<file path="src/hdl/dmtt_pkg.sv">
// package for the delayed message timer table
// holds sizes and codes, and the command and status structs shared by dmtt_ctrl, dmtt_dp and the top level
package dmtt_pkg;

  localparam int TABLE_DEPTH = 16;
  localparam int CNT_W       = $clog2(TABLE_DEPTH + 1);
  localparam int IDX_W       = (TABLE_DEPTH > 1) ? $clog2(TABLE_DEPTH) : 1;
  localparam int HANDLE_W    = 16;
  localparam int TIME_W      = 32;

  localparam logic OP_POST = 1'b0;
  localparam logic OP_TICK = 1'b1;

  localparam logic STATUS_DISPATCHED = 1'b0;
  localparam logic STATUS_REJECTED   = 1'b1;

  typedef struct packed {
    logic post_write;
    logic reject;
    logic scan_start;
    logic scan_step;
    logic flush_push;
    logic finish;
  } cmd_t;

  typedef struct packed {
    logic full;
    logic scan_done;
    logic need_push;
    logic hold_valid;
    logic out_free;
  } status_t;

endpackage

</file>
<file path="src/hdl/dmtt_if.sv">
// request and result channel interfaces of the timer table
// depends on dmtt_pkg for field widths
interface dmtt_in_if;
  logic                          valid;
  logic                          ready;
  logic                          operation;
  logic [dmtt_pkg::HANDLE_W-1:0] message_handle;
  logic [dmtt_pkg::TIME_W-1:0]   delay_time;
  logic [dmtt_pkg::TIME_W-1:0]   elapsed_time;

  modport source (output valid, output operation, output message_handle,
                  output delay_time, output elapsed_time, input ready);
  modport sink   (input valid, input operation, input message_handle,
                  input delay_time, input elapsed_time, output ready);
endinterface

interface dmtt_out_if;
  logic                          valid;
  logic                          ready;
  logic [dmtt_pkg::HANDLE_W-1:0] out_handle;
  logic                          result_status;
  logic                          last_of_run;

  modport source (output valid, output out_handle, output result_status,
                  output last_of_run, input ready);
  modport sink   (input valid, input out_handle, input result_status,
                  input last_of_run, output ready);
endinterface

</file>
<file path="src/hdl/dmtt_ctrl.sv">
// controller state machine of the timer table
// drives dmtt_pkg::cmd_t to the datapath from its dmtt_pkg::status_t
module dmtt_ctrl (
  input  logic              clk_i,
  input  logic              rst_ni,
  input  logic              req_valid_i,
  input  logic              req_op_i,
  output logic              req_ready_o,
  input  dmtt_pkg::status_t stat_i,
  output dmtt_pkg::cmd_t    cmd_o
);

  typedef enum logic [1:0] {
    ST_IDLE,
    ST_SCAN,
    ST_FLUSH
  } state_e;

  state_e state_q, state_d;
  logic   accept;

  assign req_ready_o = (state_q == ST_IDLE) && stat_i.out_free;
  assign accept      = req_valid_i && req_ready_o;

  always_comb begin
    state_d = state_q;
    cmd_o   = '0;
    unique case (state_q)
      ST_IDLE: begin
        if (accept) begin
          if (req_op_i == dmtt_pkg::OP_TICK) begin
            cmd_o.scan_start = 1'b1;
            state_d          = ST_SCAN;
          end else if (stat_i.full) begin
            cmd_o.reject = 1'b1;
          end else begin
            cmd_o.post_write = 1'b1;
          end
        end
      end
      ST_SCAN: begin
        if (stat_i.scan_done) begin
          state_d = ST_FLUSH;
        end else if (!stat_i.need_push || stat_i.out_free) begin
          cmd_o.scan_step = 1'b1;
        end
      end
      ST_FLUSH: begin
        if (!stat_i.hold_valid) begin
          cmd_o.finish = 1'b1;
          state_d      = ST_IDLE;
        end else if (stat_i.out_free) begin
          cmd_o.flush_push = 1'b1;
          cmd_o.finish     = 1'b1;
          state_d          = ST_IDLE;
        end
      end
      default: state_d = ST_IDLE;
    endcase
  end

  always_ff @(posedge clk_i or negedge rst_ni) begin
    if (!rst_ni) begin
      state_q <= ST_IDLE;
    end else begin
      state_q <= state_d;
    end
  end

endmodule

</file>
<file path="src/hdl/dmtt_dp.sv">
// datapath of the timer table: entry store, scan and compaction, result register
// depends on dmtt_pkg; commanded by dmtt_ctrl
module dmtt_dp (
  input  logic                          clk_i,
  input  logic                          rst_ni,
  input  dmtt_pkg::cmd_t                cmd_i,
  output dmtt_pkg::status_t             stat_o,
  input  logic [dmtt_pkg::HANDLE_W-1:0] handle_i,
  input  logic [dmtt_pkg::TIME_W-1:0]   delay_i,
  input  logic [dmtt_pkg::TIME_W-1:0]   elapsed_i,
  input  logic                          out_ready_i,
  output logic                          out_valid_o,
  output logic [dmtt_pkg::HANDLE_W-1:0] out_handle_o,
  output logic                          out_status_o,
  output logic                          out_last_o
);

  logic [dmtt_pkg::HANDLE_W-1:0] handles_q [dmtt_pkg::TABLE_DEPTH];
  logic [dmtt_pkg::TIME_W-1:0]   delays_q  [dmtt_pkg::TABLE_DEPTH];

  logic [dmtt_pkg::CNT_W-1:0]    count_q, idx_q, kept_q;
  logic                          hold_valid_q, out_valid_q;
  logic [dmtt_pkg::HANDLE_W-1:0] hold_handle_q, out_handle_q;
  logic                          out_status_q, out_last_q;
  logic [dmtt_pkg::TIME_W-1:0]   elapsed_q;

  logic [dmtt_pkg::IDX_W-1:0]    rd_idx;
  logic [dmtt_pkg::TIME_W-1:0]   cur_delay, new_delay;
  logic                          expired, out_free, out_load;

  assign rd_idx    = idx_q[dmtt_pkg::IDX_W-1:0];
  assign cur_delay = delays_q[rd_idx];
  assign new_delay = (cur_delay > elapsed_q) ? (cur_delay - elapsed_q) : '0;
  assign expired   = (new_delay == '0);
  assign out_free  = !out_valid_q || out_ready_i;
  assign out_load  = cmd_i.reject || cmd_i.flush_push ||
                     (cmd_i.scan_step && expired && hold_valid_q);

  always_comb begin
    stat_o.full       = (count_q == dmtt_pkg::CNT_W'(dmtt_pkg::TABLE_DEPTH));
    stat_o.scan_done  = (idx_q == count_q);
    stat_o.need_push  = expired && hold_valid_q;
    stat_o.hold_valid = hold_valid_q;
    stat_o.out_free   = out_free;
  end

  always_ff @(posedge clk_i or negedge rst_ni) begin
    if (!rst_ni) begin
      count_q      <= '0;
      idx_q        <= '0;
      kept_q       <= '0;
      hold_valid_q <= 1'b0;
      out_valid_q  <= 1'b0;
    end else begin
      if (cmd_i.post_write) begin
        count_q <= count_q + 1'b1;
      end
      if (cmd_i.scan_start) begin
        idx_q        <= '0;
        kept_q       <= '0;
        hold_valid_q <= 1'b0;
      end else if (cmd_i.scan_step) begin
        idx_q <= idx_q + 1'b1;
        if (expired) begin
          hold_valid_q <= 1'b1;
        end else begin
          kept_q <= kept_q + 1'b1;
        end
      end
      if (cmd_i.finish) begin
        count_q      <= kept_q;
        hold_valid_q <= 1'b0;
      end
      if (out_load) begin
        out_valid_q <= 1'b1;
      end else if (out_ready_i) begin
        out_valid_q <= 1'b0;
      end
    end
  end

  always_ff @(posedge clk_i) begin
    if (cmd_i.post_write) begin
      handles_q[count_q[dmtt_pkg::IDX_W-1:0]] <= handle_i;
      delays_q[count_q[dmtt_pkg::IDX_W-1:0]]  <= delay_i;
    end
    if (cmd_i.scan_step && !expired) begin
      handles_q[kept_q[dmtt_pkg::IDX_W-1:0]] <= handles_q[rd_idx];
      delays_q[kept_q[dmtt_pkg::IDX_W-1:0]]  <= new_delay;
    end
    if (cmd_i.scan_start) begin
      elapsed_q <= elapsed_i;
    end
    if (cmd_i.scan_step && expired) begin
      hold_handle_q <= handles_q[rd_idx];
    end
    if (cmd_i.reject) begin
      out_handle_q <= handle_i;
      out_status_q <= dmtt_pkg::STATUS_REJECTED;
      out_last_q   <= 1'b1;
    end else if (cmd_i.flush_push) begin
      out_handle_q <= hold_handle_q;
      out_status_q <= dmtt_pkg::STATUS_DISPATCHED;
      out_last_q   <= 1'b1;
    end else if (cmd_i.scan_step && expired && hold_valid_q) begin
      out_handle_q <= hold_handle_q;
      out_status_q <= dmtt_pkg::STATUS_DISPATCHED;
      out_last_q   <= 1'b0;
    end
  end

  assign out_valid_o  = out_valid_q;
  assign out_handle_o = out_handle_q;
  assign out_status_o = out_status_q;
  assign out_last_o   = out_last_q;

endmodule

</file>
<file path="src/hdl/delayed_message_timer_table.sv">
// top level of the delayed message timer table: dmtt_ctrl and dmtt_dp
// a post writes its entry when accepted; a rejected post's result is registered
// a tick runs the accept cycle, then the single scan step once per entry, then
// ends the scan and flushes the last result, with stalls while the result
// register waits to be taken
// reset clears the entry count and all control; stored entries stay undefined
// depends on dmtt_pkg and dmtt_if
module delayed_message_timer_table (
  input  logic     clk_i,
  input  logic     rst_ni,
  dmtt_in_if.sink  req_i,
  dmtt_out_if.source res_o
);

  dmtt_pkg::cmd_t    cmd;
  dmtt_pkg::status_t stat;

  dmtt_ctrl u_ctrl (
    .clk_i       (clk_i),
    .rst_ni      (rst_ni),
    .req_valid_i (req_i.valid),
    .req_op_i    (req_i.operation),
    .req_ready_o (req_i.ready),
    .stat_i      (stat),
    .cmd_o       (cmd)
  );

  dmtt_dp u_dp (
    .clk_i        (clk_i),
    .rst_ni       (rst_ni),
    .cmd_i        (cmd),
    .stat_o       (stat),
    .handle_i     (req_i.message_handle),
    .delay_i      (req_i.delay_time),
    .elapsed_i    (req_i.elapsed_time),
    .out_ready_i  (res_o.ready),
    .out_valid_o  (res_o.valid),
    .out_handle_o (res_o.out_handle),
    .out_status_o (res_o.result_status),
    .out_last_o   (res_o.last_of_run)
  );

endmodule

</file>
<file path="src/flat_wrapper.sv">
// flat-port wrapper written by rule: the top's interface ports become plain ports
module delayed_message_timer_table_flat 
  (clk_i, rst_ni, req_i_valid, req_i_operation, req_i_message_handle, req_i_delay_time, req_i_elapsed_time, req_i_ready, res_o_valid, res_o_out_handle, res_o_result_status, res_o_last_of_run, res_o_ready);
  dmtt_in_if req_i_i ();
  dmtt_out_if res_o_i ();
  input  logic clk_i;
  input  logic rst_ni;
  input wire logic [$bits(req_i_i.valid)-1:0] req_i_valid;
  input wire logic [$bits(req_i_i.operation)-1:0] req_i_operation;
  input wire logic [$bits(req_i_i.message_handle)-1:0] req_i_message_handle;
  input wire logic [$bits(req_i_i.delay_time)-1:0] req_i_delay_time;
  input wire logic [$bits(req_i_i.elapsed_time)-1:0] req_i_elapsed_time;
  output wire logic [$bits(req_i_i.ready)-1:0] req_i_ready;
  output wire logic [$bits(res_o_i.valid)-1:0] res_o_valid;
  output wire logic [$bits(res_o_i.out_handle)-1:0] res_o_out_handle;
  output wire logic [$bits(res_o_i.result_status)-1:0] res_o_result_status;
  output wire logic [$bits(res_o_i.last_of_run)-1:0] res_o_last_of_run;
  input wire logic [$bits(res_o_i.ready)-1:0] res_o_ready;
  assign req_i_i.valid = req_i_valid;
  assign req_i_i.operation = req_i_operation;
  assign req_i_i.message_handle = req_i_message_handle;
  assign req_i_i.delay_time = req_i_delay_time;
  assign req_i_i.elapsed_time = req_i_elapsed_time;
  assign req_i_ready = req_i_i.ready;
  assign res_o_valid = res_o_i.valid;
  assign res_o_out_handle = res_o_i.out_handle;
  assign res_o_result_status = res_o_i.result_status;
  assign res_o_last_of_run = res_o_i.last_of_run;
  assign res_o_i.ready = res_o_ready;
  delayed_message_timer_table u_core (.clk_i(clk_i), .rst_ni(rst_ni), .req_i(req_i_i), .res_o(res_o_i));
endmodule
</file>
<file path="config.mk">
export PLATFORM = sky130hd
export DESIGN_NAME = delayed_message_timer_table_flat
export DESIGN_NICKNAME = d
export VERILOG_FILES = /design/src/hdl/dmtt_pkg.sv /design/src/hdl/dmtt_if.sv /design/src/hdl/dmtt_ctrl.sv /design/src/hdl/dmtt_dp.sv /design/src/hdl/delayed_message_timer_table.sv /design/src/flat_wrapper.sv
export SDC_FILE = /design/constraint.sdc
export NUM_CORES = 1
export LEC_CHECK = 0
export BUFFER_PORTS_ARGS = -buffer_cell sky130_fd_sc_hd__buf_2
export CAP_MARGIN = 5
export CORE_UTILIZATION = 45
export DETAILED_ROUTE_END_ITERATION = 10
export MAX_ROUTING_LAYER = met4
export SLEW_MARGIN = 15
export SYNTH_ARGS = -nofsm -noshare
export SYNTH_HDL_FRONTEND = slang
export SYNTH_SLANG_ARGS = --single-unit
export TNS_END_PERCENT = 10
</file>
<file path="constraint.sdc">
create_clock -name clk_i -period 16.2 [get_ports clk_i]
set_input_delay 4.05 -clock clk_i [delete_from_list [all_inputs] [get_ports clk_i]]
set_output_delay 4.05 -clock clk_i [all_outputs]
set_load 0.005 [all_outputs]
</file>
==> reports/qor.csv <==
stage,metric,value,unit
yosys,synthesis.area,35100,sq um
critical_path,critPathLaunchType,input pin,
yosys,synth.distinct_cells,80,
critical_path,path_common_cell,buf_2,
critical_path,worst-path-buf-inv,2,
yosys,synth.avg_cell_area,19.6,sq um
clocking,htree_levels,3,
clocking,ctsResizeCount,0,
min_path,hold_class,reg2reg,
sta,max-slew-margin-rel,27.1,%
critical_path,slowest_stage,nor3_1,
power_and_ir_drop,total_power,9.13,mW
critical_path,cp-end-kind,output port,
yosys,syn_inst,1790,
drt,drt-pass1-iter-count,7,
sta,report.final.slew_viol_count,0,
yosys,yosysSeqAreaShare,72.6,%
clocking,cts_buffer_depth,3,
clocking,hold_buffers,0,
critical_path,path_delay_family,simple AND/OR/NAND/NOR gates,
drt,wl,85100,microns
drt,post-route-drc-count,0,
yosys,ys_ff_latch,853,
drt,wl_per_cell,27.9,microns
global_route,grt_pass1_wl,124000,microns
sta,finalHoldViolations,0,
drt,ant_nets,0,
global_route,grt_use_total,22.6,%
global_route,grt-ovfl-total,0,
floorplanning,core-area,77300,sq um
yosys,syn-num-nets,1914,
yosys,synth_edf_count,832,
drt,via_count,18000,
clocking,cts-root-buf,clkbuf_16,
clocking,cts_tree,yes,
drt,drt-initial-drc-count,1810,
sta,fin_crit,8.68,ns
layout,drive_gt1_share,29.1,%
sta,rsz0062_at_grt,no,
sta,final.setup.tns,0,ns
layout,fin_nets,2067,
critical_path,worstPathArrival,4.63,ns
critical_path,slowest_delay,0.25,ns
place,hpwlAfterDp,46000,microns
global_route,antenna_found_initial,1,
place,port_buffers,104,
sta,setup_viol,0,
layout,stdcell_area,40100,sq um
layout,fill_cells,6215,
clocking,post_cts_buffers,0,
outcome,status,"complete, no violations",
yosys,ys_async_sr_fraction,2.23,%
power_and_ir_drop,ir_drop,0.151,mV
sta,fmax,115,MHz
critical_path,required,12.15,ns
floorplanning,design.die.area,79200,sq um
power_and_ir_drop,leakage,13.1,nW
drt,vias_per_cell,5.89,
floorplanning,io_pins,105,
critical_path,worstPathCellList,buf_2 -> nor2b_1 -> nor3_1 -> buf_2,
flow_run,cap_viol_max_count,0,
critical_path,crit_fanout,3,
global_route,grt_max_degree,144,
sta,finalCritPeriodShare,53.6,%
yosys,yosysWarnings,0,
place,gp_congestion,0.890,
sta,clock_skew,0.0661,ns
critical_path,worstSetupPathType,in2out,
clocking,path_clk_slew,0.06,ns
power_and_ir_drop,power_density,227,nW/um^2
floorplanning,start_util,45.4,%
clocking,clk_latency,0.68,ns
sta,worstMarginPinSlew,1.09,ns
clocking,cts_buffers,88,
global_route,grt_pass1_vias,18400,
floorplanning,die-height,281,microns
layout,synthToLayoutAreaGrowth,14.3,%
clocking,clock_sinks,853,
floorplanning,row_count,102,
floorplanning,die_x,281,microns
yosys,yosys_most_used_dff,edfxtp_1,
place,postPlaceCellArea,37200,sq um
## layout by cell type, fill, tap and decap left out, types with 5 or more instances in the layout
| master | netlist | final |
|---|---|---|
| o31ai_1 | 21 | 20 |
| nor3_1 | 18 | 17 |
| clkbuf_16 | 0 | 88 |
| nand3_1 | 30 | 30 |
| a21oi_1 | 41 | 41 |
| o21ai_1 | 10 | 9 |
| o21a_1 | 6 | 6 |
| buf_4 | 6 | 40 |
| nand2b_1 | 10 | 10 |
| a31oi_1 | 9 | 9 |
| mux2_2 | 16 | 16 |
| mux4_2 | 240 | 240 |
| bufinv_16 | 0 | 8 |
| o21ai_0 | 30 | 29 |
| clkbuf_1 | 45 | 18 |
| o211ai_1 | 7 | 7 |
| clkinv_16 | 0 | 5 |
| or3_1 | 5 | 5 |
| nand2_1 | 134 | 134 |
| edfxtp_1 | 832 | 832 |
| inv_1 | 53 | 52 |
| buf_2 | 13 | 104 |
| clkinv_2 | 0 | 17 |
| dfrtp_1 | 19 | 15 |
| clkinv_1 | 0 | 13 |
| clkinvlp_4 | 0 | 7 |
| a21o_1 | 7 | 6 |
| a21oi_2 | 5 | 5 |
| xor2_1 | 8 | 8 |
| ha_1 | 38 | 38 |
| and3_1 | 8 | 8 |
| o21bai_1 | 6 | 6 |
| or2_2 | 5 | 5 |
| nor2_1 | 35 | 35 |
| o22ai_4 | 0 | 5 |
| xnor2_1 | 21 | 21 |
| nand4_1 | 7 | 7 |
| nor4_1 | 5 | 5 |
## worst paths after layout
check | to | cells past startpoint | start | slack (ns)
setup / recovery | req_i_ready | 4 | res_o_ready | 7.52
hold / removal | u_core.u_dp.out_status_o | 1 | u_core.u_dp.out_status_o | 0.47
setup reg to reg | u_core.u_dp.delays_q[10][9] | 16 | u_core.u_dp.idx_q[0] | 7.53
hold reg to reg | u_core.u_dp.out_status_o | 1 | u_core.u_dp.out_status_o | 0.47
max in group asynchronous | u_core.u_dp.idx_q[0] | 1 | rst_ni | 12.47
min in group asynchronous | u_core.u_dp.count_q[3] | 1 | rst_ni | 3.35
## power by group
group | total [mW] | switching (mW) | internal [mW]
sequential | 3.50 | 0.184 | 3.31
clock | 2.03 | 0.873 | 1.16
combinational | 3.60 | 2.28 | 1.33
total | 9.13 | 3.33 | 5.80
## metrics by stage
stage               util [%]  instances  hold WS (ns)  worst slack, ns
floorplan                  -       1790         0.451             6.69
global placement        48.1       2893         0.432             7.50
detailed placement      48.1       2893         0.448             7.52
CTS                     51.9       3055         0.464             7.51
global route            51.9       3056         0.479             7.04
finish                  51.9       3056         0.466             7.52
## cells in the mapped netlist (5+ instances only)
cell type  count  share of area (%)
nand4_1        7               0.12
nand2_1      134                1.4
o21a_1         6               0.13
buf_2         13               0.19
clkbuf_1      45               0.48
xnor2_1       21               0.52
or2_2          5              0.089
nor2_1        35               0.37
mux2_2        16               0.51
nor4_1         5              0.089
o21bai_1       6               0.13
o31ai_1       21               0.45
o22ai_1        7               0.12
o21ai_0       30               0.43
buf_4          6               0.13
xor2_1         8               0.20
dfrtp_1       19                1.4
inv_1         53               0.57
and3_1         8               0.14
a21oi_1       41               0.58
o211ai_1       7               0.15
o21ai_1       10               0.14
nand3_1       30               0.43
buf_1         17               0.18
ha_1          38                1.4
edfxtp_1     832                 71
a21oi_2        5               0.12
nor3_1        18               0.26
a21o_1         7               0.15
a31oi_1        9               0.16
nand2b_1      10               0.18
or3_1          5              0.089
mux4_2       240                 15
## area by class of cell
| class | instances | area, sq um | area share [%] |
|---|---|---|---|
| antenna | 1 | 2.50 | 0.00623 |
| clock buffer | 109 | 2310 | 5.76 |
| clock inverter | 53 | 626 | 1.56 |
| inverter | 53 | 199 | 0.496 |
| multi-input combinational | 801 | 9330 | 23.2 |
| sequential | 853 | 25500 | 63.6 |
| tap | 1040 | 1300 | 3.24 |
| timing repair buffer | 146 | 861 | 2.14 |
## registers in the layout, indices dropped and copies added (netlist names), 2 cells and up
| name | count |
|---|---|
| u_core.u_dp.kept_q | 5 |
| u_core.u_ctrl.state_q | 2 |
| u_core.u_dp.handles_q | 256 |
| u_core.u_dp.delays_q | 512 |
| u_core.u_dp.hold_handle_q | 16 |
| u_core.u_dp.count_q | 5 |
| u_core.u_dp.out_handle_o | 16 |
| u_core.u_dp.idx_q | 5 |
| u_core.u_dp.elapsed_q | 32 |
## layer usage
layer  global-route usage (%)  vias to the layer above  routed length (microns)
li1                         -                     7678                        -
met1                     30.9                     9571                    36100
met2                     35.1                      629                    41600
met3                     3.26                      134                     5290
met4                     7.29                        0                     2150
met5                        -                        -                        0
## logic make-up after synthesis
kind of cell,after synthesis,synth area share [%]
compound gates,189,3.69
mux,262,16.1
fa+ha+maj,39,1.41
simple gates,282,3.88
xor+xnor,29,0.723
flops,853,72.6
buf+inv,136,1.61
No activity file was read; power rests on OpenSTA's default activity.
